==> src/rtl/r2fft_pkg.sv <==
package r2fft_pkg;

	// Fixed field widths
	localparam int WORK_WIDTH      = 24;
	localparam int BIN_INDEX_WIDTH = 6;
	localparam int CFG_INDEX_WIDTH = 2;
	localparam int CFG_DATA_WIDTH  = 3;
	localparam int OUT_TDATA_WIDTH = ((2 * WORK_WIDTH + BIN_INDEX_WIDTH + 7) / 8) * 8;

	// Parameter defaults
	localparam int DEF_MAX_LOG2_POINTS = 6;
	localparam int DEF_SAMPLE_WIDTH    = 16;
	localparam int DEF_TWIDDLE_WIDTH   = 16;

	// Reset values of the configuration registers
	localparam logic [CFG_DATA_WIDTH-1:0] LOG2_SIZE_RESET = CFG_DATA_WIDTH'(6);

	// Configuration register indexes
	typedef enum logic [CFG_INDEX_WIDTH-1:0] {
		CFG_LOG2_SIZE    = 2'd0,
		CFG_INVERSE_MODE = 2'd1
	} cfg_index_t;

	// pi and 1.0 in unsigned Q30
	localparam longint unsigned PI_Q30  = 64'd3373259426;
	localparam longint unsigned ONE_Q30 = 64'd1 << 30;

	// Reciprocals of the series denominators: floor(x / d) = (x * ceil(2^k / d)) >> k
	// holds exactly for x below 2^31 with k = 31 + ceil(log2 d)
	localparam longint unsigned RCP_2   = ((64'd1 << 32) + 64'd1) / 64'd2;
	localparam longint unsigned RCP_6   = ((64'd1 << 34) + 64'd5) / 64'd6;
	localparam longint unsigned RCP_12  = ((64'd1 << 35) + 64'd11) / 64'd12;
	localparam longint unsigned RCP_20  = ((64'd1 << 36) + 64'd19) / 64'd20;
	localparam longint unsigned RCP_30  = ((64'd1 << 36) + 64'd29) / 64'd30;
	localparam longint unsigned RCP_42  = ((64'd1 << 37) + 64'd41) / 64'd42;
	localparam longint unsigned RCP_56  = ((64'd1 << 37) + 64'd55) / 64'd56;
	localparam longint unsigned RCP_72  = ((64'd1 << 38) + 64'd71) / 64'd72;
	localparam longint unsigned RCP_90  = ((64'd1 << 38) + 64'd89) / 64'd90;
	localparam longint unsigned RCP_110 = ((64'd1 << 38) + 64'd109) / 64'd110;
	localparam longint unsigned RCP_132 = ((64'd1 << 39) + 64'd131) / 64'd132;
	localparam longint unsigned RCP_156 = ((64'd1 << 39) + 64'd155) / 64'd156;

	// Cosine term n: reciprocal of (2n-1)(2n)
	function automatic longint unsigned cos_rcp(input int n);
		case (n)
			1:       return RCP_2;
			2:       return RCP_12;
			3:       return RCP_30;
			4:       return RCP_56;
			5:       return RCP_90;
			default: return RCP_132;
		endcase
	endfunction

	function automatic int cos_shift(input int n);
		case (n)
			1:       return 32;
			2:       return 35;
			3:       return 36;
			4:       return 37;
			5:       return 38;
			default: return 39;
		endcase
	endfunction

	// Sine term n: reciprocal of (2n)(2n+1)
	function automatic longint unsigned sin_rcp(input int n);
		case (n)
			1:       return RCP_6;
			2:       return RCP_20;
			3:       return RCP_42;
			4:       return RCP_72;
			5:       return RCP_110;
			default: return RCP_156;
		endcase
	endfunction

	function automatic int sin_shift(input int n);
		case (n)
			1:       return 34;
			2:       return 36;
			3:       return 37;
			4:       return 38;
			5:       return 38;
			default: return 39;
		endcase
	endfunction

	// cos or sin of r*pi/32, r in 0..8, unsigned Q30, seven-term series
	function automatic longint unsigned octant_q30(input int unsigned r, input bit sin_sel);
		longint unsigned th;
		longint unsigned t2;
		longint unsigned term;
		longint          acc;
		th = (PI_Q30 * longint'(r)) >> 5;
		t2 = (th * th) >> 30;
		if (sin_sel) begin
			term = th;
			acc  = longint'(th);
			for (int n = 1; n <= 6; n++) begin
				term = (((term * t2) >> 30) * sin_rcp(n)) >> sin_shift(n);
				if (n[0]) acc = acc - longint'(term);
				else      acc = acc + longint'(term);
			end
		end else begin
			term = ONE_Q30;
			acc  = longint'(ONE_Q30);
			for (int n = 1; n <= 6; n++) begin
				term = (((term * t2) >> 30) * cos_rcp(n)) >> cos_shift(n);
				if (n[0]) acc = acc - longint'(term);
				else      acc = acc + longint'(term);
			end
		end
		return (acc < 0) ? 64'd0 : longint'(acc);
	endfunction

	// Q30 to Q1.(tw-1), round half up, saturate
	function automatic longint to_twiddle(input longint unsigned v, input int tw);
		int              sh;
		longint unsigned rv;
		longint unsigned mx;
		sh = 31 - tw;
		rv = (v + (64'd1 << (sh - 1))) >> sh;
		mx = (64'd1 << (tw - 1)) - 64'd1;
		return longint'((rv > mx) ? mx : rv);
	endfunction

	// Twiddle table entry t: cos (sin_sel=0) or sin (sin_sel=1) of 2*pi*t/2^maxl
	function automatic longint tw_val(input int unsigned t, input int maxl, input int tw,
		input bit sin_sel);
		int unsigned q;
		q = t << (6 - maxl);
		if (q <= 8) begin
			return sin_sel ? to_twiddle(octant_q30(q, 1'b1), tw)
			               : to_twiddle(octant_q30(q, 1'b0), tw);
		end else if (q <= 16) begin
			return sin_sel ? to_twiddle(octant_q30(16 - q, 1'b0), tw)
			               : to_twiddle(octant_q30(16 - q, 1'b1), tw);
		end else if (q <= 24) begin
			return sin_sel ? to_twiddle(octant_q30(q - 16, 1'b0), tw)
			               : -to_twiddle(octant_q30(q - 16, 1'b1), tw);
		end
		return sin_sel ? to_twiddle(octant_q30(32 - q, 1'b1), tw)
		               : -to_twiddle(octant_q30(32 - q, 1'b0), tw);
	endfunction

endpackage

==> src/rtl/r2fft_bfly.sv <==
module r2fft_bfly import r2fft_pkg::*; #(
	parameter int TWIDDLE_WIDTH = DEF_TWIDDLE_WIDTH
) (
	input  logic                            clk,
	input  logic                            mul_en,
	input  logic signed [WORK_WIDTH-1:0]    a_real,
	input  logic signed [WORK_WIDTH-1:0]    a_imag,
	input  logic signed [WORK_WIDTH-1:0]    b_real,
	input  logic signed [WORK_WIDTH-1:0]    b_imag,
	input  logic signed [TWIDDLE_WIDTH-1:0] w_real,
	input  logic signed [TWIDDLE_WIDTH-1:0] w_imag,
	output logic signed [WORK_WIDTH-1:0]    sum_real,
	output logic signed [WORK_WIDTH-1:0]    sum_imag,
	output logic signed [WORK_WIDTH-1:0]    dif_real,
	output logic signed [WORK_WIDTH-1:0]    dif_imag
);

	localparam int PW = WORK_WIDTH + TWIDDLE_WIDTH;
	localparam int XW = WORK_WIDTH + 2;
	localparam logic signed [PW:0] RND = (PW + 1)'(1) <<< (TWIDDLE_WIDTH - 2);

	logic signed [PW-1:0] p_rr_s1, p_ii_s1, p_ri_s1, p_ir_s1;
	logic signed [PW:0]   x_real_full, x_imag_full;
	logic signed [XW-1:0] x_real, x_imag;
	logic signed [XW-1:0] a_real_x, a_imag_x;
	logic signed [XW-1:0] s_r, s_i, d_r, d_i;

	// Partial products of b*W
	always_ff @(posedge clk) begin
		if (mul_en) begin
			p_rr_s1 <= PW'(b_real) * PW'(w_real);
			p_ii_s1 <= PW'(b_imag) * PW'(w_imag);
			p_ri_s1 <= PW'(b_real) * PW'(w_imag);
			p_ir_s1 <= PW'(b_imag) * PW'(w_real);
		end
	end

	// Combine, round half up to an integer, then add and subtract
	always_comb begin
		x_real_full = (PW + 1)'(p_rr_s1) - (PW + 1)'(p_ii_s1) + RND;
		x_imag_full = (PW + 1)'(p_ri_s1) + (PW + 1)'(p_ir_s1) + RND;
		x_real      = XW'(x_real_full >>> (TWIDDLE_WIDTH - 1));
		x_imag      = XW'(x_imag_full >>> (TWIDDLE_WIDTH - 1));
		a_real_x    = XW'(a_real);
		a_imag_x    = XW'(a_imag);
		s_r         = a_real_x + x_real;
		s_i         = a_imag_x + x_imag;
		d_r         = a_real_x - x_real;
		d_i         = a_imag_x - x_imag;
	end

	assign sum_real = s_r[WORK_WIDTH-1:0];
	assign sum_imag = s_i[WORK_WIDTH-1:0];
	assign dif_real = d_r[WORK_WIDTH-1:0];
	assign dif_imag = d_i[WORK_WIDTH-1:0];

endmodule
==> config.mk <==
export PLATFORM = sky130hd
export DESIGN_NAME = r2fft_bfly
export DESIGN_NICKNAME = d
export VERILOG_FILES = /design/src/rtl/r2fft_pkg.sv /design/src/rtl/r2fft_bfly.sv
export SDC_FILE = /design/constraint.sdc
export NUM_CORES = 2
export LEC_CHECK = 0
export BUFFER_PORTS_ARGS = -buffer_cell sky130_fd_sc_hd__buf_2
export CAP_MARGIN = 40
export CORE_MARGIN = 4
export CORE_UTILIZATION = 60
export DETAILED_ROUTE_END_ITERATION = 12
export PLACE_DENSITY = 0.81
export SYNTH_ARGS = -nofsm -noshare
export SYNTH_HDL_FRONTEND = slang
export SYNTH_SLANG_ARGS = --single-unit
==> constraint.sdc <==
create_clock -name clk -period 8.6 [get_ports clk]
set_input_delay 1.72 -clock clk [delete_from_list [all_inputs] [get_ports clk]]
set_output_delay 1.72 -clock clk [all_outputs]
set_load 0.02 [all_outputs]
==> impl_metrics.csv <==
group,metric,value,unit
synth,synth_edf_count,156,
global_route,grt_pass1_wl,288000,µm
floorplanning,die_x,341,µm
placement,place_inst,8985,
synth,syn_avg_cell_area,9.02,µm²
synth,synthCells,7395,
synth,syn_area,66700,µm²
clock_network,cts_made_buffers,17,
final_layout,layout_commonest_cell,"inv_1",
timing,worstMarginPinSlew,0.965,ns
synth,synth_fp_nets,9623,
global_route,grt_max_degree,57,
critical_path,crit_arrival,8.52,ns
synth,yosysWarnings,0,
drt,vias,51000,
synth,ys_seq_elements,156,
critical_path,crit_fanout,17,
critical_path,critPathRequiredTime,8.86,ns
flow_run,cap_violations,0,
drt,wl_per_cell,19.6,µm
clock_network,clkTransAtPathRegs,0.08,ns
clock_network,clockBufferDepth,2,
critical_path,crit_type,"input pin to register",
clock_network,cts_tree,"built",
timing,hold_viol_final,0,
clock_network,cts_setup_buffers,0,
final_layout,fillCellCount,8863,
outcome,status,"completed",
floorplanning,die_height,341,µm
global_route,first_global_vias,54600,
timing,slew_violations,0,
global_route,overflow,0,
clock_network,cts_sinks,156,
min_path,hold_class,"input pin to register",
final_layout,layout-drive-gt1-share,0.0651,
timing,min_period,8.27,ns
timing,finalSetupViolations,0,
global_route,antenna_found_initial,17,
final_layout,layout_common_cells,"inv_1 (1864), fa_1 (1476), nand2_1 (930)",
timing,timing.fmax,121,MHz
final_layout,nets,9744,
drt,drtIter0Drc,3964,
timing,slew_headroom,0.357,
drt,detail_route.vias_per_cell,5.65,
floorplanning,initial_utilization,0.604,
synth,ys.flop_type,"edfxtp_1",
placement,hpwl,146000,µm
floorplanning,core_area,111000,µm²
clock_network,cts-root-buf,"clkbuf_16",
floorplanning,io_pins,226,
timing,final.period_utilization,0.961,
clock_network,cts.htree.levels,4,
drt,drc,0,
timing,tns,0,ns
synth,synthArstFlopShare,0,
synth,synth_seq_area_share,0.0702,
critical_path,crit_path_end_kind,"register",
placement,place.gp.congestion,0.975,
critical_path,start_kind,"input pin",
global_route,grt_usage,0.315,
final_layout,syn_to_final_growth,6.39,%
floorplanning,die_area,117000,µm²
synth,ys_types,72,
drt,ant_nets,0,
drt,drtPass1Iterations,8,
final_layout,final_cells,9030,
placement,io_buffers,225,
clock_network,cts_hold_buf,0,
drt,wirelength,177000,µm
floorplanning,rows,122,
[synthesized netlist by cell type, types with 16 or more instances]
| master | count | area (µm²) |
|---|---|---|
| o21a_1 | 38 | 285 |
| a21oi_1 | 199 | 996 |
| nor2b_1 | 25 | 156 |
| inv_1 | 1864 | 7000 |
| nor3_1 | 44 | 220 |
| nand3_1 | 32 | 160 |
| and3_1 | 20 | 125 |
| xnor2_1 | 234 | 2050 |
| or3_1 | 16 | 100 |
| nor2_1 | 222 | 833 |
| and2_1 | 597 | 3730 |
| nand4_1 | 20 | 125 |
| fa_1 | 1476 | 29500 |
| o21ai_0 | 100 | 500 |
| nand2b_1 | 48 | 300 |
| clkbuf_1 | 319 | 1200 |
| xor2_1 | 77 | 674 |
| o21bai_1 | 38 | 285 |
| edfxtp_1 | 156 | 4680 |
| nand2_1 | 930 | 3490 |
| a21o_1 | 106 | 796 |
| a211oi_1 | 24 | 180 |
| a31oi_1 | 20 | 125 |
| ha_1 | 622 | 7780 |
[worst paths after layout]
| path | start | end | slack (ns) | depth (start not counted) |
|---|---|---|---|---|
| worst max-delay path | b_real[11] | p_rr_s1[38]$_DFFE_PP_ | 0.33 | 27 |
| worst min-delay path | mul_en | p_rr_s1[10]$_DFFE_PP_ | 1.62 | 1 |
[worst max-delay path, stage by stage]
cell and delay [ns]:
buf_2 0.40, buf_4 0.34, nand2_1 0.11, fa_1 0.56, inv_1 0.05, fa_1 0.47, inv_1 0.05, fa_1 0.50
inv_1 0.06, fa_1 0.50, fa_1 0.51, inv_1 0.05, fa_1 0.48, inv_1 0.04, ha_1 0.36, a21o_1 0.19
a21o_1 0.20, a21oi_1 0.19, nor3_1 0.07, a211oi_1 0.21, o21ai_0 0.13, buf_4 0.18, a31o_2 0.28, a211oi_1 0.37
o31ai_1 0.14, a21oi_1 0.22, xnor2_1 0.14
[registers in the layout, indices dropped and copies added (netlist names)]
| name | count |
|---|---|
| p_ri_s1 | 39 |
| p_ir_s1 | 39 |
| p_rr_s1 | 39 |
| p_ii_s1 | 39 |
[through the flow]
stage                      util  setup slack [ns]  instance area (µm²)  hold slack [ns]
after detailed placement  0.637           -0.0916                70300             2.16
after global placement    0.636            0.0789                70300             2.37
after CTS                 0.642             0.173                70900             1.61
after floorplan               -             0.304                66700             1.83
after global routing      0.642           -0.0380                71000             1.63
final                     0.642             0.335                71000             1.62
[per-layer routing]
metal | vias up | wire [µm] | global-route usage
li1 | 22200 | - | -
met1 | 25800 | 65300 | 0.398
met2 | 2430 | 84500 | 0.516
met3 | 572 | 16000 | 0.0626
met4 | 12 | 10900 | 0.164
met5 | - | 91 | 0
[cells by family (layout without fill, tap and decap cells)]
logic type | after synthesis | after routing | synth area share
adders and majority gates | 2098 | 2098 | 0.559
muxes | 1 | 1 | 0.000150
DFF | 156 | 156 | 0.0702
AOI/OAI and AO/OA | 638 | 638 | 0.0625
xor gates and xnor gates | 311 | 311 | 0.0408
buffers and inverters | 2194 | 2328 | 0.124
other | 0 | 13 | 0
and+or+nand+nor | 1997 | 1997 | 0.143
[layout make-up]
type	instances	area, µm²	area share
clock buffers	17	425	0.00599
flip-flops and latches	156	4680	0.0660
diodes	13	32.5	0.000458
repair buffers	430	3000	0.0423
multi-input cells	5045	53800	0.758
well taps	1488	1860	0.0262
inverters	1866	7000	0.0987
clock inverters	15	146	0.00206
[what timing repair did]
action / CTS / global route
gates cloned: 0 / 0
gates resized for setup: 1 / 9
endpoints found under the setup margin: 1 / 7
pin swaps: 0 / 0
Power is left out: the tool's default activity adds up to more than one toggle a clock period on the data nets, which glitch-free logic cannot reach.
