## config.mk

```make
export PLATFORM = sky130hd
export DESIGN_NAME = r2fft_twiddle_rom
export DESIGN_NICKNAME = d
export VERILOG_FILES = /design/src/rtl/r2fft_pkg.sv /design/src/rtl/r2fft_twiddle_rom.sv
export SDC_FILE = /design/constraint.sdc
export NUM_CORES = 1
export LEC_CHECK = 0
export ABC_CLOCK_PERIOD_IN_PS = 7700
export BUFFER_PORTS_ARGS = -buffer_cell sky130_fd_sc_hd__buf_2
export CELL_PAD_IN_SITES_DETAIL_PLACEMENT = 0
export CELL_PAD_IN_SITES_GLOBAL_PLACEMENT = 2
export CORE_UTILIZATION = 34
export DETAILED_ROUTE_END_ITERATION = 12
export PLACE_DENSITY = 0.9
export SLEW_MARGIN = 15
export SYNTH_ARGS = -nofsm -noshare
export SYNTH_HDL_FRONTEND = slang
export SYNTH_SLANG_ARGS = --single-unit
```

## constraint.sdc

```tcl
create_clock -name vclk -period 7.7
set_input_delay 0.385 -clock vclk [all_inputs]
set_output_delay 0.385 -clock vclk [all_outputs]
set_load 0.03 [all_outputs]
```

## src/rtl/r2fft_pkg.sv

```systemverilog
package r2fft_pkg;

	// Fixed field widths
	localparam int WORK_WIDTH      = 24;
	localparam int BIN_INDEX_WIDTH = 6;
	localparam int CFG_INDEX_WIDTH = 2;
	localparam int CFG_DATA_WIDTH  = 3;
	localparam int OUT_TDATA_WIDTH = ((2 * WORK_WIDTH + BIN_INDEX_WIDTH + 7) / 8) * 8;

	// Parameter defaults
	localparam int DEF_MAX_LOG2_POINTS = 6;
	localparam int DEF_SAMPLE_WIDTH    = 16;
	localparam int DEF_TWIDDLE_WIDTH   = 16;

	// Reset values of the configuration registers
	localparam logic [CFG_DATA_WIDTH-1:0] LOG2_SIZE_RESET = CFG_DATA_WIDTH'(6);

	// Configuration register indexes
	typedef enum logic [CFG_INDEX_WIDTH-1:0] {
		CFG_LOG2_SIZE    = 2'd0,
		CFG_INVERSE_MODE = 2'd1
	} cfg_index_t;

	// pi and 1.0 in unsigned Q30
	localparam longint unsigned PI_Q30  = 64'd3373259426;
	localparam longint unsigned ONE_Q30 = 64'd1 << 30;

	// Reciprocals of the series denominators: floor(x / d) = (x * ceil(2^k / d)) >> k
	// holds exactly for x below 2^31 with k = 31 + ceil(log2 d)
	localparam longint unsigned RCP_2   = ((64'd1 << 32) + 64'd1) / 64'd2;
	localparam longint unsigned RCP_6   = ((64'd1 << 34) + 64'd5) / 64'd6;
	localparam longint unsigned RCP_12  = ((64'd1 << 35) + 64'd11) / 64'd12;
	localparam longint unsigned RCP_20  = ((64'd1 << 36) + 64'd19) / 64'd20;
	localparam longint unsigned RCP_30  = ((64'd1 << 36) + 64'd29) / 64'd30;
	localparam longint unsigned RCP_42  = ((64'd1 << 37) + 64'd41) / 64'd42;
	localparam longint unsigned RCP_56  = ((64'd1 << 37) + 64'd55) / 64'd56;
	localparam longint unsigned RCP_72  = ((64'd1 << 38) + 64'd71) / 64'd72;
	localparam longint unsigned RCP_90  = ((64'd1 << 38) + 64'd89) / 64'd90;
	localparam longint unsigned RCP_110 = ((64'd1 << 38) + 64'd109) / 64'd110;
	localparam longint unsigned RCP_132 = ((64'd1 << 39) + 64'd131) / 64'd132;
	localparam longint unsigned RCP_156 = ((64'd1 << 39) + 64'd155) / 64'd156;

	// Cosine term n: reciprocal of (2n-1)(2n)
	function automatic longint unsigned cos_rcp(input int n);
		case (n)
			1:       return RCP_2;
			2:       return RCP_12;
			3:       return RCP_30;
			4:       return RCP_56;
			5:       return RCP_90;
			default: return RCP_132;
		endcase
	endfunction

	function automatic int cos_shift(input int n);
		case (n)
			1:       return 32;
			2:       return 35;
			3:       return 36;
			4:       return 37;
			5:       return 38;
			default: return 39;
		endcase
	endfunction

	// Sine term n: reciprocal of (2n)(2n+1)
	function automatic longint unsigned sin_rcp(input int n);
		case (n)
			1:       return RCP_6;
			2:       return RCP_20;
			3:       return RCP_42;
			4:       return RCP_72;
			5:       return RCP_110;
			default: return RCP_156;
		endcase
	endfunction

	function automatic int sin_shift(input int n);
		case (n)
			1:       return 34;
			2:       return 36;
			3:       return 37;
			4:       return 38;
			5:       return 38;
			default: return 39;
		endcase
	endfunction

	// cos or sin of r*pi/32, r in 0..8, unsigned Q30, seven-term series
	function automatic longint unsigned octant_q30(input int unsigned r, input bit sin_sel);
		longint unsigned th;
		longint unsigned t2;
		longint unsigned term;
		longint          acc;
		th = (PI_Q30 * longint'(r)) >> 5;
		t2 = (th * th) >> 30;
		if (sin_sel) begin
			term = th;
			acc  = longint'(th);
			for (int n = 1; n <= 6; n++) begin
				term = (((term * t2) >> 30) * sin_rcp(n)) >> sin_shift(n);
				if (n[0]) acc = acc - longint'(term);
				else      acc = acc + longint'(term);
			end
		end else begin
			term = ONE_Q30;
			acc  = longint'(ONE_Q30);
			for (int n = 1; n <= 6; n++) begin
				term = (((term * t2) >> 30) * cos_rcp(n)) >> cos_shift(n);
				if (n[0]) acc = acc - longint'(term);
				else      acc = acc + longint'(term);
			end
		end
		return (acc < 0) ? 64'd0 : longint'(acc);
	endfunction

	// Q30 to Q1.(tw-1), round half up, saturate
	function automatic longint to_twiddle(input longint unsigned v, input int tw);
		int              sh;
		longint unsigned rv;
		longint unsigned mx;
		sh = 31 - tw;
		rv = (v + (64'd1 << (sh - 1))) >> sh;
		mx = (64'd1 << (tw - 1)) - 64'd1;
		return longint'((rv > mx) ? mx : rv);
	endfunction

	// Twiddle table entry t: cos (sin_sel=0) or sin (sin_sel=1) of 2*pi*t/2^maxl
	function automatic longint tw_val(input int unsigned t, input int maxl, input int tw,
		input bit sin_sel);
		int unsigned q;
		q = t << (6 - maxl);
		if (q <= 8) begin
			return sin_sel ? to_twiddle(octant_q30(q, 1'b1), tw)
			               : to_twiddle(octant_q30(q, 1'b0), tw);
		end else if (q <= 16) begin
			return sin_sel ? to_twiddle(octant_q30(16 - q, 1'b0), tw)
			               : to_twiddle(octant_q30(16 - q, 1'b1), tw);
		end else if (q <= 24) begin
			return sin_sel ? to_twiddle(octant_q30(q - 16, 1'b0), tw)
			               : -to_twiddle(octant_q30(q - 16, 1'b1), tw);
		end
		return sin_sel ? to_twiddle(octant_q30(32 - q, 1'b1), tw)
		               : -to_twiddle(octant_q30(32 - q, 1'b0), tw);
	endfunction

endpackage

```

## src/rtl/r2fft_twiddle_rom.sv

```systemverilog
module r2fft_twiddle_rom import r2fft_pkg::*; #(
	parameter int MAX_LOG2_POINTS = DEF_MAX_LOG2_POINTS,
	parameter int TWIDDLE_WIDTH   = DEF_TWIDDLE_WIDTH,
	localparam int TIDX_W = (MAX_LOG2_POINTS > 1) ? MAX_LOG2_POINTS - 1 : 1
) (
	input  logic [TIDX_W-1:0]               index,
	output logic signed [TWIDDLE_WIDTH-1:0] tw_real,
	output logic signed [TWIDDLE_WIDTH-1:0] tw_imag
);

	localparam int HALF = 1 << (MAX_LOG2_POINTS - 1);

	logic signed [TWIDDLE_WIDTH-1:0] cos_tab [HALF];
	logic signed [TWIDDLE_WIDTH-1:0] sin_tab [HALF];

	// Constant table, folded from one octant of the series
	for (genvar g = 0; g < HALF; g++) begin : g_tab
		localparam logic signed [TWIDDLE_WIDTH-1:0] COS_V =
			TWIDDLE_WIDTH'(tw_val(g, MAX_LOG2_POINTS, TWIDDLE_WIDTH, 1'b0));
		localparam logic signed [TWIDDLE_WIDTH-1:0] SIN_V =
			TWIDDLE_WIDTH'(tw_val(g, MAX_LOG2_POINTS, TWIDDLE_WIDTH, 1'b1));
		assign cos_tab[g] = COS_V;
		assign sin_tab[g] = SIN_V;
	end

	// W = cos - j*sin
	assign tw_real = cos_tab[index];
	assign tw_imag = -sin_tab[index];

endmodule

```

==> results of run 1 <==
==> power by group through the flow <==
stage | clock [mW] | combinational (mW) | sequential, mW
floorplan | 0 | 0.148 | 0
CTS | 0 | 0.190 | 0
global route | 0 | 0.208 | 0
global placement | 0 | 0.191 | 0
detailed placement | 0 | 0.190 | 0
finish | 0 | 0.191 | 0
==> final cells by class <==
type                            count  area (µm²)
Timing Repair Buffer               40       207.7
Fill cell                         620        3229
Tap cell                           70       87.58
Multi-Input combinational cell    256        1712
Inverter                            9       33.78
==> worst max-delay path, stage by stage <==
cell and delay, ps:
sky130_fd_sc_hd__buf_2 240, sky130_fd_sc_hd__inv_1 220, sky130_fd_sc_hd__ha_1 630, sky130_fd_sc_hd__nor3b_1 270
sky130_fd_sc_hd__a211o_1 300, sky130_fd_sc_hd__a221oi_2 340, sky130_fd_sc_hd__ha_1 280, sky130_fd_sc_hd__nand2_1 80
sky130_fd_sc_hd__a2bb2oi_2 200, sky130_fd_sc_hd__a211oi_4 320, sky130_fd_sc_hd__nand4_1 160, sky130_fd_sc_hd__xnor2_1 150
sky130_fd_sc_hd__buf_2 210
==> cells by family after synthesis <==
kind of cell               Yosys count  synth area share
xor gates and xnor gates            11           0.05039
AOI/OAI and AO/OA                  106            0.3757
adders and majority gates            9           0.05890
muxes                               11           0.08443
buffers and inverters               39            0.1047
and+or+nand+nor                    119            0.3259
==> through the flow <==
step / hold slack [ps] / total power [mW] / area (µm²)
6_report: 1406 / 0.1914 / 2041
5_1_grt: 1459 / 0.2080 / 2041
4_1_cts: 1404 / 0.1903 / 2041
3_5_place_dp: 1407 / 0.1898 / 2041
3_3_place_gp: 1397 / 0.1907 / 2041
2_1_floorplan: 1085 / 0.1484 / 1912
==> worst paths after layout <==
path,start,endpoint,slack (ps),cells past startpoint
worst max-delay path,index[1],tw_imag[14],3510,13
worst min-delay path,index[0],tw_real[11],1410,4
==> metal layers <==
metal | GRT usage | vias to the layer above | share of wire
li1 | - | 1102 | -
met1 | 0.3237 | 1016 | 0.47
met2 | 0.3214 | 85 | 0.46
met3 | 0.007143 | 10 | 0.044
met4 | 0.05094 | 0 | 0.024
met5 | 0 | - | 0
==> cells in the final DEF, fill, tap and decap left out, types with 2 or more instances in the layout <==
master	n
sky130_fd_sc_hd__a211o_1	3
sky130_fd_sc_hd__a211oi_1	2
sky130_fd_sc_hd__a211oi_2	2
sky130_fd_sc_hd__a21o_1	5
sky130_fd_sc_hd__a21oi_1	24
sky130_fd_sc_hd__a221oi_1	2
sky130_fd_sc_hd__a311oi_1	2
sky130_fd_sc_hd__a31oi_1	7
sky130_fd_sc_hd__a32oi_1	2
sky130_fd_sc_hd__and2_1	3
sky130_fd_sc_hd__and3_1	2
sky130_fd_sc_hd__buf_2	37
sky130_fd_sc_hd__buf_4	3
sky130_fd_sc_hd__ha_1	9
sky130_fd_sc_hd__inv_1	7
sky130_fd_sc_hd__mux2i_1	6
sky130_fd_sc_hd__mux4_2	4
sky130_fd_sc_hd__nand2_1	25
sky130_fd_sc_hd__nand2b_1	11
sky130_fd_sc_hd__nand3_1	7
sky130_fd_sc_hd__nand3b_1	2
sky130_fd_sc_hd__nand4_1	4
sky130_fd_sc_hd__nor2_1	27
sky130_fd_sc_hd__nor2b_1	10
sky130_fd_sc_hd__nor3_1	11
sky130_fd_sc_hd__nor3b_1	3
sky130_fd_sc_hd__o211ai_1	5
sky130_fd_sc_hd__o21a_1	2
sky130_fd_sc_hd__o21ai_0	28
sky130_fd_sc_hd__o22ai_1	2
sky130_fd_sc_hd__o2bb2ai_1	2
sky130_fd_sc_hd__o32ai_1	2
sky130_fd_sc_hd__or2_0	2
sky130_fd_sc_hd__or2_2	3
sky130_fd_sc_hd__xnor2_1	7
sky130_fd_sc_hd__xor2_1	4
==> impl_summary.log, run 1 <==
INFO  metric post_cts_buffers = 0
INFO  metric final.setup.tns = 0 ps
INFO  metric max-cap-violations = 0
INFO  metric clock_buffers = 0
INFO  metric cp-end-kind = output pin
INFO  metric pwr-share-seq = 0
INFO  metric io_pins = 37
INFO  metric seq_area = 0 µm²
INFO  metric synth_cell_types = 68
INFO  metric worstPathRequired = 7320 ps
INFO  metric floorplan.core_area = 5270 µm²
INFO  metric hold_viol_final = 0
INFO  metric holdCritPathClass = input port to output pin
INFO  metric syn_nets = 309
INFO  metric critical_path.startpoint_type = input port
INFO  metric leading_cell_type_by_number_of_instances_after_synthesis = sky130_fd_sc_hd__o21ai_0
INFO  metric maxClockFrequency = 0.2386 GHz
INFO  metric netlist.top_cell.by_area = sky130_fd_sc_hd__o21ai_0
INFO  metric max_slew.worst_pin.slew = 837.5 ps
INFO  metric grt_antenna_before_repair = 0
INFO  metric antennaDiodeCount = 0
INFO  metric postLayoutSetupSlackWorst = 3509 ps
INFO  metric grt_use_total = 0.2119
INFO  metric ant_nets = 0
INFO  metric worst_ir_drop_vdd = 0.03005 mV
INFO  metric worst-path-max-fanout = 21
INFO  metric fp.dieW = 76.99 µm
INFO  metric postCtsHoldBufs = 0
INFO  metric pwr-share-comb = 1.000
INFO  metric num-nets-final = 321
INFO  metric fin_cells = 375
INFO  metric slew_violations = 0
INFO  metric synth_cells = 295
INFO  metric worst_endpoint_data_arrival_time = 3810 ps
INFO  metric fp.dieH = 76.99 µm
INFO  metric avgSynthCellArea = 6.481 µm²
INFO  metric intPower = 61.41 µW
INFO  metric layout-drive-gt1-share = 0.1967
INFO  metric routed-via-count = 2213
INFO  metric final.period_utilization = 0.5443
INFO  metric gp_congestion = 0.8523
INFO  metric timing.final.setup_violations = 0
INFO  metric grt-ovfl-total = 0
INFO  metric dp.cells = 375
INFO  metric portion_of_the_post_synthesis_area_used_by_sequential_elements = 0
INFO  metric drc = 0
INFO  metric switching_power = 130.0 µW
INFO  metric outcome = finished, final reports clean
INFO  metric p_leak = 0.8178 nW
INFO  metric share_clk_of_total_power = 0
INFO  metric placement_rows = 26
INFO  metric portBuffers = 37
INFO  metric via_count_of_the_first_global_routing_pass = 1976
INFO  metric drt_iter0_markers = 222
INFO  metric drt-wirelength-per-cell = 16.58 µm
INFO  metric synth_warnings = 0
INFO  metric synth_common_cells = sky130_fd_sc_hd__o21ai_0, sky130_fd_sc_hd__nor2_1, sky130_fd_sc_hd__nand2_1
INFO  metric sequential_cell_total = 0
INFO  metric grt_pass1_wl = 10430 µm
INFO  metric route.final.wire_length = 6217 µm
INFO  metric max-slew-margin-rel = 0.4417
INFO  metric synth_top_cell_area_share = 0.07330
INFO  metric final_core_occ = 0.3872
INFO  metric grt_setup_unrepaired = false
INFO  metric timing_worst_setup_path_type = input port to output pin
INFO  metric grt_max_degree = 70
INFO  metric drtPass1Iterations = 5
INFO  metric synthToLayoutAreaGrowth = 6.741%
INFO  metric netlist_top_cells_area = sky130_fd_sc_hd__o21ai_0, sky130_fd_sc_hd__a21oi_1, sky130_fd_sc_hd__ha_1
INFO  metric power-per-cell-area = 93.81 nW/µm²
INFO  metric floorplan.initialDensity = 0.3628
INFO  metric power.share.switching = 0.6792
INFO  metric post_placement_worst_setup_slack = 3532 ps
INFO  metric cts_repair_resized_insts = 0
INFO  metric syn-cell-area = 1912 µm²
INFO  metric hpwl = 4341 µm
INFO  metric layout_min_cycle_time = 4191 ps
INFO  metric floorplan.die_area = 5927 µm²
INFO  metric vias_per_cell = 5.901
No activity file was read; power rests on OpenSTA's default activity.
==> run 2, diff against run 1 <==
--- a/config.mk
+++ b/config.mk
@@ -5,13 +5,13 @@
 export SDC_FILE = /design/constraint.sdc
 export NUM_CORES = 1
 export LEC_CHECK = 0
-export ABC_CLOCK_PERIOD_IN_PS = 7700
+export ABC_CLOCK_PERIOD_IN_PS = 3800
 export BUFFER_PORTS_ARGS = -buffer_cell sky130_fd_sc_hd__buf_2
 export CELL_PAD_IN_SITES_DETAIL_PLACEMENT = 0
 export CELL_PAD_IN_SITES_GLOBAL_PLACEMENT = 2
-export CORE_UTILIZATION = 34
+export CORE_UTILIZATION = 29
 export DETAILED_ROUTE_END_ITERATION = 12
-export PLACE_DENSITY = 0.9
+export PLACE_DENSITY = 0.82
 export SLEW_MARGIN = 15
 export SYNTH_ARGS = -nofsm -noshare
 export SYNTH_HDL_FRONTEND = slang
==> constraint.sdc (replaced) <==
create_clock -name vclk -period 3.8
set_input_delay 0.19 -clock vclk [all_inputs]
set_output_delay 0.19 -clock vclk [all_outputs]
set_load 0.03 [all_outputs]
==> run 2 against run 1 <==
- final cell count rose by 5.3%
- combinational power is 110% higher
- non-clock buffer count rose by 13
- critical path depth unchanged
- count of clock-buffer cells in the layout did not move
- die area is 17% higher
- global-route usage shrank 1.1 points
- sequential share of layout area unchanged
- critical endpoint unchanged
- largest power group unchanged
==> impl_summary.log, run 2 (same netlist as run 1, synthesis figures left out) <==
INFO  metric outcome = finished, final reports clean (unchanged)
INFO  metric layout_common_cells = sky130_fd_sc_hd__buf_2, sky130_fd_sc_hd__o21ai_0, sky130_fd_sc_hd__nor2_1 (unchanged)
INFO  metric hpwl = 5190 µm (was 4341 µm)
INFO  metric floorplan.initialDensity = 0.3011 (was 0.3628)
INFO  metric layout-drive-gt1-share = 0.2296 (was 0.1967)
INFO  metric drc = 0 (unchanged)
INFO  metric placement_rows = 29 (was 26)
INFO  metric grt_antenna_before_repair = 0 (unchanged)
INFO  metric grt-ovfl-total = 0 (unchanged)
INFO  metric cts_repair_resized_insts = 0 (unchanged)
INFO  metric maxClockFrequency = 0.2974 GHz
INFO  metric timing_worst_setup_path_type = input port to output pin (unchanged)
INFO  metric p_leak = 0.8815 nW (was 0.8178 nW)
INFO  metric slowest_stage = sky130_fd_sc_hd__ha_1 (unchanged)
INFO  metric worstHoldEndpoint = tw_real[2] (was tw_real[11])
INFO  metric worstPathRequired = 3610 ps (was 7320 ps)
INFO  metric vias_per_cell = 5.754 (was 5.901)
INFO  metric worst_ir_drop_vdd = 0.06806 mV (was 0.03005 mV)
INFO  metric critical_path.startpoint_type = input port (unchanged)
INFO  metric fin_cells = 395 (was 375)
INFO  metric fillers = 703 (was 620)
INFO  metric slew_violations = 0 (unchanged)
INFO  metric critical-path-max-stage-delay = 370 ps (was 630 ps)
INFO  metric final_core_occ = 0.3381 (was 0.3872)
INFO  metric floorplan.core_area = 6350 µm² (was 5270 µm²)
INFO  metric min_from = index[4] (was index[0])
INFO  metric max-cap-violations = 0 (unchanged)
INFO  metric gp_congestion = 0.8724 (was 0.8523)
INFO  metric post_cts_buffers = 0 (unchanged)
INFO  metric drtPass1Iterations = 4 (was 5)
INFO  metric portBuffers = 37 (unchanged)
INFO  metric fp.dieW = 83.20 µm (was 76.99 µm)
INFO  metric via_count_of_the_first_global_routing_pass = 2112 (was 1976)
INFO  metric num-nets-final = 334 (was 321)
INFO  metric crit_chain = buf_2, inv_1, ha_1, nor3b_1, a211o_1, a221oi_2, ha_1, nand2_1, a2bb2oi_2, a211oi_4, nand4_1, xnor2_1, buf_2 (unchanged)
INFO  metric floorplan.die_area = 6921 µm² (was 5927 µm²)
INFO  metric sequential_cell_total = 0 (unchanged)
INFO  metric grt_setup_unrepaired = false (unchanged)
INFO  metric max-slew-margin-rel = 0.6346 (was 0.4417)
INFO  metric final.setup.tns = 0 ps (unchanged)
INFO  metric cp-end-kind = output pin (unchanged)
INFO  metric fp.dieH = 83.20 µm (was 76.99 µm)
INFO  metric grt_use_total = 0.2006 (was 0.2119)
INFO  metric hold_viol_final = 0 (unchanged)
INFO  metric holdCritPathClass = input port to output pin (unchanged)
INFO  metric routed-via-count = 2273 (was 2213)
INFO  metric max_slew.worst_pin.slew = 548.1 ps (was 837.5 ps)
INFO  metric clock_buffers = 0 (unchanged)
INFO  metric drt-wirelength-per-cell = 17.64 µm (was 16.58 µm)
INFO  metric postCtsHoldBufs = 0 (unchanged)
INFO  metric fin_worst_hold_slack = 992.6 ps (was 1406 ps)
INFO  metric antennaDiodeCount = 0 (unchanged)
INFO  metric worst-path-max-fanout = 14 (was 21)
INFO  metric power-per-cell-area = 187.9 nW/µm² (was 93.81 nW/µm²)
INFO  metric drt_iter0_markers = 270 (was 222)
INFO  metric dp.cells = 395 (was 375)
INFO  metric layout_commonest_cell = sky130_fd_sc_hd__buf_2 (unchanged)
INFO  metric timing.final.setup_violations = 0 (unchanged)
INFO  metric grt_pass1_wl = 11460 µm (was 10430 µm)
INFO  metric worst_endpoint_data_arrival_time = 3170 ps (was 3810 ps)
INFO  metric seq_area = 0 µm² (unchanged)
INFO  metric grt_max_degree = 36 (was 70)
INFO  metric timing.hold.worst_path_depth = 4 (unchanged)
INFO  metric synthToLayoutAreaGrowth = 12.30% (was 6.741%)
INFO  metric ant_nets = 0 (unchanged)
INFO  metric route.final.wire_length = 6969 µm (was 6217 µm)
INFO  metric final.period_utilization = 0.8848
INFO  metric io_pins = 37 (unchanged)
INFO  metric layout_min_cycle_time = 3362 ps
==> run 2: cell types whose count changed in the layout (fill, tap and decap cells not counted) <==
cell	before	now
sky130_fd_sc_hd__buf_4	3	16
==> run 2: worst max-delay path by stage <==
| stage | from | end | depth (start not counted) |
|---|---|---|---|
| after global placement | index[0] | tw_imag[14] | 13 |
| after floorplan | index[1] | tw_imag[14] | 13 |
| after CTS | index[0] | tw_imag[14] | 13 |
| after detailed placement | index[0] | tw_imag[14] | 13 |
| final | index[0] | tw_imag[14] | 13 |
| after global routing | index[0] | tw_imag[14] | 13 |
==> run 2: layout make-up <==
cell class | instances | area, µm² | share of cell area
tap | 77 | 96.34 | 0.04487
inverter | 9 | 33.78 | 0.01573
multi-input combinational | 256 | 1712 | 0.7972
timing repair buffer | 53 | 305.3 | 0.1422
==> run 2: worst max-delay path: cells and delay by family <==
kind / cells / cell delay [ps]
adders and majority gates: 2 / 630
and+or+nand+nor: 3 / 390
buffers and inverters: 3 / 650
AOI/OAI and AO/OA: 4 / 1150
xor gates and xnor gates: 1 / 160
==> run 2: where the power goes <==
group          internal (mW)  switching (mW)  leakage [nW]
Sequential                 0               0             0
Clock                      0               0             0
Combinational          0.134           0.270         0.881
Total                  0.134           0.270         0.881
==> run 2: metal layers <==
layer | vias up | global-route usage | wire length [µm]
met4 | 0 | 0.05016 | 151
li1 | 1126 | - | -
met5 | - | 0 | 0
met1 | 1069 | 0.2934 | 3192
met3 | 8 | 0.009940 | 346
met2 | 70 | 0.3204 | 3278
==> run 2: through the flow <==
| stage | cell area (µm²) | total power [mW] | setup WS [ps] |
|---|---|---|---|
| after floorplan | 1912 | 0.3007 | 435.4 |
| after global placement | 2147 | 0.4013 | 535.4 |
| after detailed placement | 2147 | 0.4010 | 447.9 |
| after CTS | 2147 | 0.4022 | 439.8 |
| after global routing | 2147 | 0.4362 | 187.7 |
| final | 2147 | 0.4034 | 437.6 |
==> run 3, diff against run 2 <==
--- a/config.mk
+++ b/config.mk
@@ -7,12 +7,13 @@
 export LEC_CHECK = 0
 export ABC_CLOCK_PERIOD_IN_PS = 3800
 export BUFFER_PORTS_ARGS = -buffer_cell sky130_fd_sc_hd__buf_2
+export CAP_MARGIN = 20
 export CELL_PAD_IN_SITES_DETAIL_PLACEMENT = 0
 export CELL_PAD_IN_SITES_GLOBAL_PLACEMENT = 2
+export CORE_MARGIN = 2
 export CORE_UTILIZATION = 29
 export DETAILED_ROUTE_END_ITERATION = 12
 export PLACE_DENSITY = 0.82
-export SLEW_MARGIN = 15
 export SYNTH_ARGS = -nofsm -noshare
 export SYNTH_HDL_FRONTEND = slang
 export SYNTH_SLANG_ARGS = --single-unit
==> run 3 against run 2 <==
- wire length shrank 6.1%
- maximum frequency increased by 0.43%
- global-route usage fell by 2.6 points
- critical path type unchanged
- critical endpoint unchanged
==> impl_summary.log, run 3 (same netlist as run 1, synthesis figures left out) <==
INFO  metric outcome = finished, final reports clean (unchanged)
INFO  metric synthToLayoutAreaGrowth = 12.30% (unchanged)
INFO  metric hpwl = 4957 µm (was 5190 µm)
INFO  metric layout_min_cycle_time = 3348 ps (was 3362 ps)
INFO  metric ant_nets = 0 (unchanged)
INFO  metric grt-ovfl-total = 0 (unchanged)
INFO  metric critical_path.startpoint_type = input port (unchanged)
INFO  metric multi_input_area = 1712 µm² (unchanged)
INFO  metric routed-via-count = 2307 (was 2273)
INFO  metric maxClockFrequency = 0.2987 GHz (was 0.2974 GHz)
INFO  metric io_pins = 37 (unchanged)
INFO  metric route.final.wire_length = 6543 µm (was 6969 µm)
INFO  metric drc = 0 (unchanged)
INFO  metric floorplan.die_area = 7258 µm² (was 6921 µm²)
INFO  metric layout_commonest_cell = sky130_fd_sc_hd__buf_2 (unchanged)
INFO  metric antennaDiodeCount = 0 (unchanged)
INFO  metric floorplan.core_area = 6350 µm² (unchanged)
INFO  metric fp.dieH = 85.20 µm (was 83.20 µm)
INFO  metric holdCritPathClass = input port to output pin (unchanged)
INFO  metric grt_antenna_before_repair = 0 (unchanged)
INFO  metric seq_area = 0 µm² (unchanged)
INFO  metric cts_repair_resized_insts = 0 (unchanged)
INFO  metric worstPathRequired = 3610 ps (about the same)
INFO  metric power-per-cell-area = 185.8 nW/µm² (was 187.9 nW/µm²)
INFO  metric gp_congestion = 0.8924 (was 0.8724)
INFO  metric via_count_of_the_first_global_routing_pass = 2103 (was 2112)
INFO  metric max-slew-margin-rel = 0.6382 (was 0.6346)
INFO  metric grt_use_total = 0.1743 (was 0.2006)
INFO  metric p_leak = 0.8815 nW (unchanged)
INFO  metric timing.hold.worst_path_depth = 4 (unchanged)
INFO  metric final.period_utilization = 0.8810 (was 0.8848)
INFO  metric portBuffers = 37 (unchanged)
INFO  metric drt_iter0_markers = 264 (was 270)
INFO  metric final_core_occ = 0.3381 (unchanged)
INFO  metric final.setup.tns = 0 ps (unchanged)
INFO  metric fp.dieW = 85.20 µm (was 83.20 µm)
INFO  metric sequential_cell_total = 0 (unchanged)
INFO  metric vias_per_cell = 5.841 (was 5.754)
INFO  metric post_cts_buffers = 0 (unchanged)
INFO  metric num-nets-final = 334 (unchanged)
INFO  metric worst_endpoint_data_arrival_time = 3160 ps (was 3170 ps)
INFO  metric max_slew.worst_pin.slew = 542.7 ps (was 548.1 ps)
INFO  metric drt-wirelength-per-cell = 16.56 µm (was 17.64 µm)
INFO  metric hold_viol_final = 0 (unchanged)
INFO  metric fillers = 698 (was 703)
INFO  metric placement_rows = 29 (unchanged)
INFO  metric floorplan.initialDensity = 0.3011 (unchanged)
INFO  metric layout_common_cells = sky130_fd_sc_hd__buf_2, sky130_fd_sc_hd__o21ai_0, sky130_fd_sc_hd__nor2_1 (unchanged)
INFO  metric cp-end-kind = output pin (unchanged)
INFO  metric timing_worst_setup_path_type = input port to output pin (unchanged)
INFO  metric worst_ir_drop_vdd = 0.07837 mV (was 0.06806 mV)
INFO  metric layout-drive-gt1-share = 0.2296 (unchanged)
INFO  metric postCtsHoldBufs = 0 (unchanged)
INFO  metric grt_setup_unrepaired = false (unchanged)
INFO  metric timing.final.setup_violations = 0 (unchanged)
INFO  metric clock_buffers = 0 (unchanged)
INFO  metric grt_pass1_wl = 10610 µm (was 11460 µm)
INFO  metric drtPass1Iterations = 4 (unchanged)
INFO  metric worst-path-max-fanout = 14 (unchanged)
INFO  metric slew_violations = 0 (unchanged)
INFO  metric max-cap-violations = 0 (unchanged)
INFO  metric grt_max_degree = 29 (was 36)
[run 3: cell counts in the layout (fill, tap and decap cells not counted)]
No cell type changed its count.
[run 3: cell type report]
type	instances	share of cell area
inverters	9	0.01573
multi-input cells	256	0.7972
well taps	77	0.04487
repair buffers	53	0.1422
[run 3: metal layers]
metal,vias up,part of all wire,GRT usage
met5,-,0,0
met4,0,0.026,0.04185
met3,15,0.052,0.006809
met2,91,0.48,0.2940
met1,1069,0.44,0.2447
li1,1132,-,-
[run 3: power by group]
group / switching [mW] / internal (mW) / total, mW
Clock: 0 / 0 / 0
Sequential: 0 / 0 / 0
Combinational: 0.265 / 0.134 / 0.399
[run 3: path summary, 6_finish.rpt]
kind,startpoint,endpoint,slack [ps]
worst min-delay path,index[1],tw_real[5],960
worst max-delay path,index[0],tw_imag[14],450
[run 3: stage by stage]
stage               total power, mW  std cells  hold slack [ps]  area, µm²  setup WS [ps]
floorplan                    0.3007        295            695.1       1912          435.4
global placement             0.4027        395            953.8       2147          525.5
detailed placement           0.3983        395            959.4       2147          441.8
CTS                          0.3998        395            959.8       2147          442.7
global route                 0.4305        395            997.6       2147          195.3
finish                       0.3990        395            957.2       2147          452.1
[run 3: worst max-delay path, cell delays in order]
cell and delay [ps]:
sky130_fd_sc_hd__buf_2 230, sky130_fd_sc_hd__inv_1 170, sky130_fd_sc_hd__ha_1 360, sky130_fd_sc_hd__nor3b_1 150, sky130_fd_sc_hd__a211o_1 290, sky130_fd_sc_hd__a221oi_2 340
sky130_fd_sc_hd__ha_1 260, sky130_fd_sc_hd__nand2_1 80, sky130_fd_sc_hd__a2bb2oi_2 190, sky130_fd_sc_hd__a211oi_4 340, sky130_fd_sc_hd__nand4_1 180, sky130_fd_sc_hd__xnor2_1 160
sky130_fd_sc_hd__buf_2 210
